$ cat src/sv/tun_pkg.sv
// ----------------------------------------------------------------------------
// tun_pkg
// Shared widths, types and helpers for the triangle unit normal pipeline.
// ----------------------------------------------------------------------------
`default_nettype none

package tun_pkg;

  localparam int COORD_BITS = 16;
  localparam int FRAC_BITS  = 14;
  localparam int N_COORD    = 9;
  localparam int OUT_W      = 16;

  localparam int DW   = COORD_BITS + 1;         // edge component
  localparam int PW   = 2 * DW;                 // edge product
  localparam int NW   = PW + 1;                 // cross product component
  localparam int MW   = NW - 1;                 // magnitude of a component
  localparam int HS   = (MW + 1) / 2;           // split point for squaring
  localparam int HW   = MW - HS;
  localparam int PPW  = 2 * HS;                 // partial product
  localparam int SQW  = 2 * MW;                 // square of a component
  localparam int LW   = SQW + 2;                // squared length
  localparam int WW   = LW + 2 * FRAC_BITS + 5; // root datapath
  localparam int QW   = FRAC_BITS + 2;          // root result bits
  localparam int RSH  = 2 * FRAC_BITS + 2;

  localparam int IN_TDATA_W  = ((N_COORD * COORD_BITS + 7) / 8) * 8;
  localparam int OUT_TDATA_W = ((3 * OUT_W + 7) / 8) * 8;

  localparam int CROSS_ST = 3;
  localparam int SQR_ST   = 3;
  localparam int ROOT_ST  = QW;
  localparam int NS       = CROSS_ST + SQR_ST + ROOT_ST + 1;

  typedef struct packed {
    logic [WW-1:0] rem;
    logic [WW-1:0] p;
    logic [QW-1:0] q;
  } lane_t;

  typedef struct packed {
    lane_t [2:0]   lane;
    logic [WW-1:0] b;
    logic [2:0]    neg;
    logic          zero;
  } root_t;

  function automatic logic signed [DW-1:0] sext(input logic [COORD_BITS-1:0] v);
    return signed'({v[COORD_BITS-1], v});
  endfunction

  function automatic logic [OUT_W-1:0] fit_out(input logic [QW:0] v);
    logic [OUT_W-1:0] r;
    for (int i = 0; i < OUT_W; i++) begin
      r[i] = (i <= QW) ? v[i] : v[QW];
    end
    return r;
  endfunction

endpackage

`default_nettype wire

$ cat src/sv/tun_root.sv
// ----------------------------------------------------------------------------
// tun_root
// One shift-and-subtract step of the scaled root, one result bit per lane.
// ----------------------------------------------------------------------------
`default_nettype none

module tun_root (
  input  wire logic           clk_i,
  input  wire logic           en_i,
  input  wire tun_pkg::root_t root_i,
  output tun_pkg::root_t      root_o
);
  import tun_pkg::*;

  logic [WW-1:0] dsum [3];
  logic [2:0]    take;
  root_t         root_d, root_q;

  always_comb begin
    root_d.b    = root_i.b >> 2;
    root_d.neg  = root_i.neg;
    root_d.zero = root_i.zero;
    for (int i = 0; i < 3; i++) begin
      dsum[i] = root_i.lane[i].p + root_i.b;
      take[i] = dsum[i] <= root_i.lane[i].rem;
      root_d.lane[i].rem = take[i] ? root_i.lane[i].rem - dsum[i] : root_i.lane[i].rem;
      root_d.lane[i].p   = (root_i.lane[i].p >> 1) + (take[i] ? root_i.b : '0);
      root_d.lane[i].q   = {root_i.lane[i].q[QW-2:0], take[i]};
    end
  end

  always_ff @(posedge clk_i) begin
    if (en_i) begin
      root_q <= root_d;
    end
  end

  assign root_o = root_q;

endmodule

`default_nettype wire
$ cat config.mk
export PLATFORM = sky130hd
export DESIGN_NAME = tun_root
export DESIGN_NICKNAME = d
export VERILOG_FILES = /design/src/sv/tun_pkg.sv /design/src/sv/tun_root.sv
export SDC_FILE = /design/constraint.sdc
export NUM_CORES = 2
export LEC_CHECK = 0
export ABC_AREA = 0
export BUFFER_PORTS_ARGS = -buffer_cell sky130_fd_sc_hd__buf_2
export CAP_MARGIN = 20
export CORE_AREA = 2 2 598 600
export CTS_CLUSTER_DIAMETER = 200
export DETAILED_ROUTE_END_ITERATION = 8
export DIE_AREA = 0 0 600 602
export SLEW_MARGIN = 20
export SYNTH_ARGS = -nofsm -noshare
export SYNTH_HDL_FRONTEND = slang
export SYNTH_SLANG_ARGS = --single-unit
$ cat constraint.sdc
create_clock -name clk_i -period 11.3 [get_ports clk_i]
set_clock_uncertainty 0.15 [all_clocks]
set_input_delay 1.13 -clock clk_i [delete_from_list [all_inputs] [get_ports clk_i]]
set_output_delay 1.13 -clock clk_i [all_outputs]
set_load 0.005 [all_outputs]
==> flow_summary.html <==
<table>
<tr><th>Metric</th><th>Value</th></tr>
<tr><th colspan="2">Outcome</th></tr>
<tr><td>Run status</td><td>finished clean</td></tr>
<tr><th colspan="2">Worst setup path</th></tr>
<tr><td>Required time at the endpoint of the critical path</td><td>11.80 ns</td></tr>
<tr><td>Arrival time of the worst setup path</td><td>11.70 ns</td></tr>
<tr><td>Cell mode on critical path</td><td>buf_4</td></tr>
<tr><td>Setup CP Type</td><td>in2reg</td></tr>
<tr><td>Crit-path slowest cell</td><td>a2111oi_1</td></tr>
<tr><td>Category of the worst setup path launch point</td><td>input port</td></tr>
<tr><td>Highest fanout seen on the critical path</td><td>21</td></tr>
<tr><td>Delay of the slowest cell on the worst path</td><td>0.58 ns</td></tr>
<tr><td>Setup crit end kind</td><td>register</td></tr>
<tr><th colspan="2">STA</th></tr>
<tr><td>Number of max-slew violations in the final report</td><td>0</td></tr>
<tr><td>Worst Tran Pin Value</td><td>0.9684 ns</td></tr>
<tr><td>Final Hold Vio Count</td><td>0</td></tr>
<tr><td>Minimum clock period</td><td>11.20 ns</td></tr>
<tr><td>Share of the cycle needed by the critical path after routing</td><td>99.11%</td></tr>
<tr><td>Top achievable clock speed</td><td>0.08929 GHz</td></tr>
<tr><td>Min Hold Slack</td><td>0.2395 ns</td></tr>
<tr><td>Worst max-slew margin expressed relative to the limit</td><td>35.44%</td></tr>
<tr><td>Total negative slack</td><td>0 ns</td></tr>
<tr><td>Number of setup violations in the final report</td><td>0</td></tr>
<tr><td>Final critical-path setup slack</td><td>0.1007 ns</td></tr>
<tr><th colspan="2">Place</th></tr>
<tr><td>Final RePlAce weighted congestion</td><td>1.053</td></tr>
<tr><td>Count of input and output buffers</td><td>1542</td></tr>
<tr><td>Post-placement cell count</td><td>18510</td></tr>
<tr><td>Worst setup slack before clock tree synthesis</td><td>-1.446 ns</td></tr>
<tr><td>Placed wire-length estimate after detailed placement</td><td>473300 um</td></tr>
<tr><th colspan="2">Final layout</th></tr>
<tr><td>Number of standard cells in the final layout excluding fillers</td><td>18860</td></tr>
<tr><td>Proportion of layout cells with a drive suffix above 1</td><td>31.80%</td></tr>
<tr><td>Area growth from synthesis to layout</td><td>40.68%</td></tr>
<tr><td>Nets</td><td>15580</td></tr>
<tr><td>Filler Cell Count</td><td>37860</td></tr>
<tr><td>Number of flip-flops under the largest register name</td><td>771</td></tr>
<tr><th colspan="2">Route</th></tr>
<tr><td>Wire per inst</td><td>28.70 um</td></tr>
<tr><td>DRC violation count after routing</td><td>0</td></tr>
<tr><td>Antenna viol nets, final</td><td>0</td></tr>
<tr><td>Count of TritonRoute iterations in the first routing pass</td><td>8</td></tr>
<tr><td>Post-DR vias/cell</td><td>5.141</td></tr>
<tr><td>Overall routed net length</td><td>541200 um</td></tr>
<tr><td>Total number of vias</td><td>96940</td></tr>
<tr><td>Detailed Route Iter0 Violations</td><td>8085</td></tr>
<tr><th colspan="2">Worst hold path</th></tr>
<tr><td>Path type of the worst min-delay path</td><td>in2reg</td></tr>
<tr><th colspan="2">Clock tree</th></tr>
<tr><td>CTS tree</td><td>done</td></tr>
<tr><td>Clock tree root buffer cell</td><td>clkbuf_16</td></tr>
<tr><td>H-tree lvl count</td><td>3</td></tr>
<tr><td>Clock-pin slew on the worst setup and hold paths</td><td>0.06 ns</td></tr>
<tr><td>Clock net sink count</td><td>771</td></tr>
<tr><td>Clock buffers created by TritonCTS</td><td>114</td></tr>
<tr><td>Maximum buffer depth of the clock tree</td><td>4</td></tr>
<tr><th colspan="2">Global routing</th></tr>
<tr><td>Global-route usage over all layers</td><td>28.68%</td></tr>
<tr><td>Number of antenna violations at the first check in global routing</td><td>248</td></tr>
<tr><td>Total grt overflow</td><td>0</td></tr>
<tr><td>Pin count of the biggest net entering global routing</td><td>126</td></tr>
<tr><td>First-pass GRT wire length</td><td>728700 um</td></tr>
<tr><td>Vias in the first global route</td><td>94400</td></tr>
<tr><th colspan="2">Pwr</th></tr>
<tr><td>Power consumption</td><td>0.02153 W</td></tr>
<tr><td>IR Drop Worst-Case VDD</td><td>0.1288 mV</td></tr>
<tr><td>Seq pwr share</td><td>21.2%</td></tr>
<tr><td>Sw frac</td><td>44.32%</td></tr>
<tr><td>Total power per unit cell area</td><td>178.2 mW/mm2</td></tr>
<tr><td>Total internal power</td><td>0.01199 W</td></tr>
<tr><td>NetSw</td><td>0.009543 W</td></tr>
<tr><td>Leakage power</td><td>56.06 nW</td></tr>
<tr><td>Share of total power in the clock network</td><td>18.5%</td></tr>
<tr><td>Power share of the combinational group</td><td>60.4%</td></tr>
<tr><th colspan="2">Die</th></tr>
<tr><td>Horizontal extent of the die</td><td>600 um</td></tr>
<tr><td>Die Outline Area</td><td>0.3612 mm2</td></tr>
<tr><td>Floorplan core area</td><td>0.3548 mm2</td></tr>
<tr><td>Row count</td><td>219</td></tr>
<tr><td>I/O pins</td><td>1548</td></tr>
<tr><td>Die Span Y</td><td>602 um</td></tr>
<tr><td>Initial Util</td><td>24.21%</td></tr>
<tr><th colspan="2">Synth</th></tr>
<tr><td>Post-synthesis cell type with the largest combined area</td><td>edfxtp_1</td></tr>
<tr><td>Sequential area share after synthesis</td><td>26.95%</td></tr>
<tr><td>Number of enable-type register cells in the synthesized netlist</td><td>771</td></tr>
<tr><td>Post-synthesis instance area</td><td>0.08590 mm2</td></tr>
<tr><td>Synthesized instance count</td><td>10340</td></tr>
<tr><td>Share of synthesized registers carrying an async set or reset</td><td>0%</td></tr>
<tr><td>Prevailing post-synth register cell</td><td>edfxtp_1</td></tr>
<tr><td>Total number of yosys warnings</td><td>0</td></tr>
<tr><td>Number of storage elements in the synthesis netlist</td><td>771</td></tr>
<tr><td>Synthesized area per cell</td><td>8.311 um2</td></tr>
<tr><td>Count of cell types in the netlist</td><td>114</td></tr>
<tr><td>Fraction of post-synthesis cell area in the top cell type by area</td><td>26.95%</td></tr>
<tr><td>Area contributors post-synth</td><td>edfxtp_1, ha_1, a21oi_1, a21o_1, xnor2_1</td></tr>
<tr><th colspan="2">Run</th></tr>
<tr><td>Max Cap Viol</td><td>0</td></tr>
</table>
==> power groups by stage <==
stage	Clock, W	Sequential, W	Combinational (W)
after floorplan	0	0.00452	0.00631
after global placement	0	0.00461	0.0128
after detailed placement	0	0.00461	0.0128
after CTS	0.00408	0.00457	0.0129
after global routing	0.00416	0.00460	0.0139
final	0.00398	0.00456	0.0130
==> cell type report <==
type / count / area (um2) / area share (%)
clock buffers: 126 / 2919 / 2.416
multi-input cells: 8712 / 59700 / 49.40
flip-flops and latches: 771 / 23150 / 19.16
inverters: 283 / 1070 / 0.8853
diodes: 136 / 340.3 / 0.2816
clock inverters: 81 / 1037 / 0.8583
repair buffers: 3996 / 26680 / 22.08
well taps: 4751 / 5944 / 4.919
==> stage by stage <==
step                instance area, um2  util [%]
floorplan                        85900         -
global placement                116200     32.75
detailed placement              116200     32.75
CTS                             120200     33.88
global route                    120700     34.01
finish                          120800     34.06
==> critical path: cells and delay by family <==
| family | cells | cell delay, ns |
|---|---|---|
| XOR/XNOR | 2 | 0.25 |
| adder cells (fa/ha/maj) | 4 | 1.24 |
| AO/OA/AOI/OAI | 21 | 4.74 |
| buffers and inverters | 12 | 2.34 |
| AND/OR/NAND/NOR | 11 | 1.90 |
==> path summary, 6_finish.rpt <==
path,from,end,slack [ns],cells past startpoint
worst max-delay path,root_i[30],root_o[439]$_DFFE_PP_,0.10,50
worst min-delay path,root_i[558],root_o[559]$_DFFE_PP_,0.24,1
==> synth_stat cells, types with 192 or more instances <==
cell / number
nor2b_1: 192
and2_1: 239
nor2_1: 668
clkbuf_1: 471
o21bai_1: 240
xor2_1: 358
o21ai_0: 727
a21oi_1: 1264
ha_1: 921
a21o_1: 670
inv_1: 282
edfxtp_1: 771
nand2_1: 927
xnor2_1: 537
nand4_1: 348
==> repair_timing <==
| item | in CTS | in global routing |
|---|---|---|
| gates cloned | 0 | 0 |
| gates resized for setup | 8 | 56 |
| hold buffers | 0 | 0 |
| hold endpoints to repair | 0 | 0 |
| setup endpoints to repair | 28 | 81 |
| setup buffers | 1 | 3 |
| pin swaps | 0 | 14 |
==> metal layers <==
layer | vias to the layer above | routed length (um) | track usage, %
met4 | 40 | 44240 | 20.03
met5 | - | 266 | 0
li1 | 45680 | - | -
met3 | 959 | 34890 | 4.796
met2 | 3708 | 244500 | 46.29
met1 | 46550 | 217300 | 34.59
==> layout by cell type (no fill, tap or decap), types with 157 or more instances in the layout <==
| master | netlist | final |
|---|---|---|
| xnor2_1 | 537 | 537 |
| xor2_1 | 358 | 358 |
| buf_2 | 59 | 1541 |
| and2_1 | 239 | 239 |
| nand4_1 | 348 | 348 |
| ha_1 | 921 | 920 |
| a21oi_1 | 1264 | 1258 |
| nor2_1 | 668 | 666 |
| nor2b_1 | 192 | 192 |
| buf_4 | 12 | 2410 |
| nand3_1 | 157 | 157 |
| inv_1 | 282 | 282 |
| o21bai_1 | 240 | 240 |
| a21o_1 | 670 | 669 |
| o21ai_0 | 727 | 721 |
| nand2_1 | 927 | 926 |
| edfxtp_1 | 771 | 771 |
==> kinds of logic (layout without fill, tap and decap cells) <==
group	Yosys count	in the layout	synth area share, %
flip-flops	771	771	26.95
AND/OR/NAND/NOR	3049	3049	17.36
multiplexers	117	117	1.551
XOR/XNOR	895	895	9.126
adder cells (fa/ha/maj)	930	930	13.63
other	1	138	0.004366
buffers and inverters	854	4486	3.962
AO/OA/AOI/OAI	3719	3719	27.42
Power figures use the tool's default switching activity.
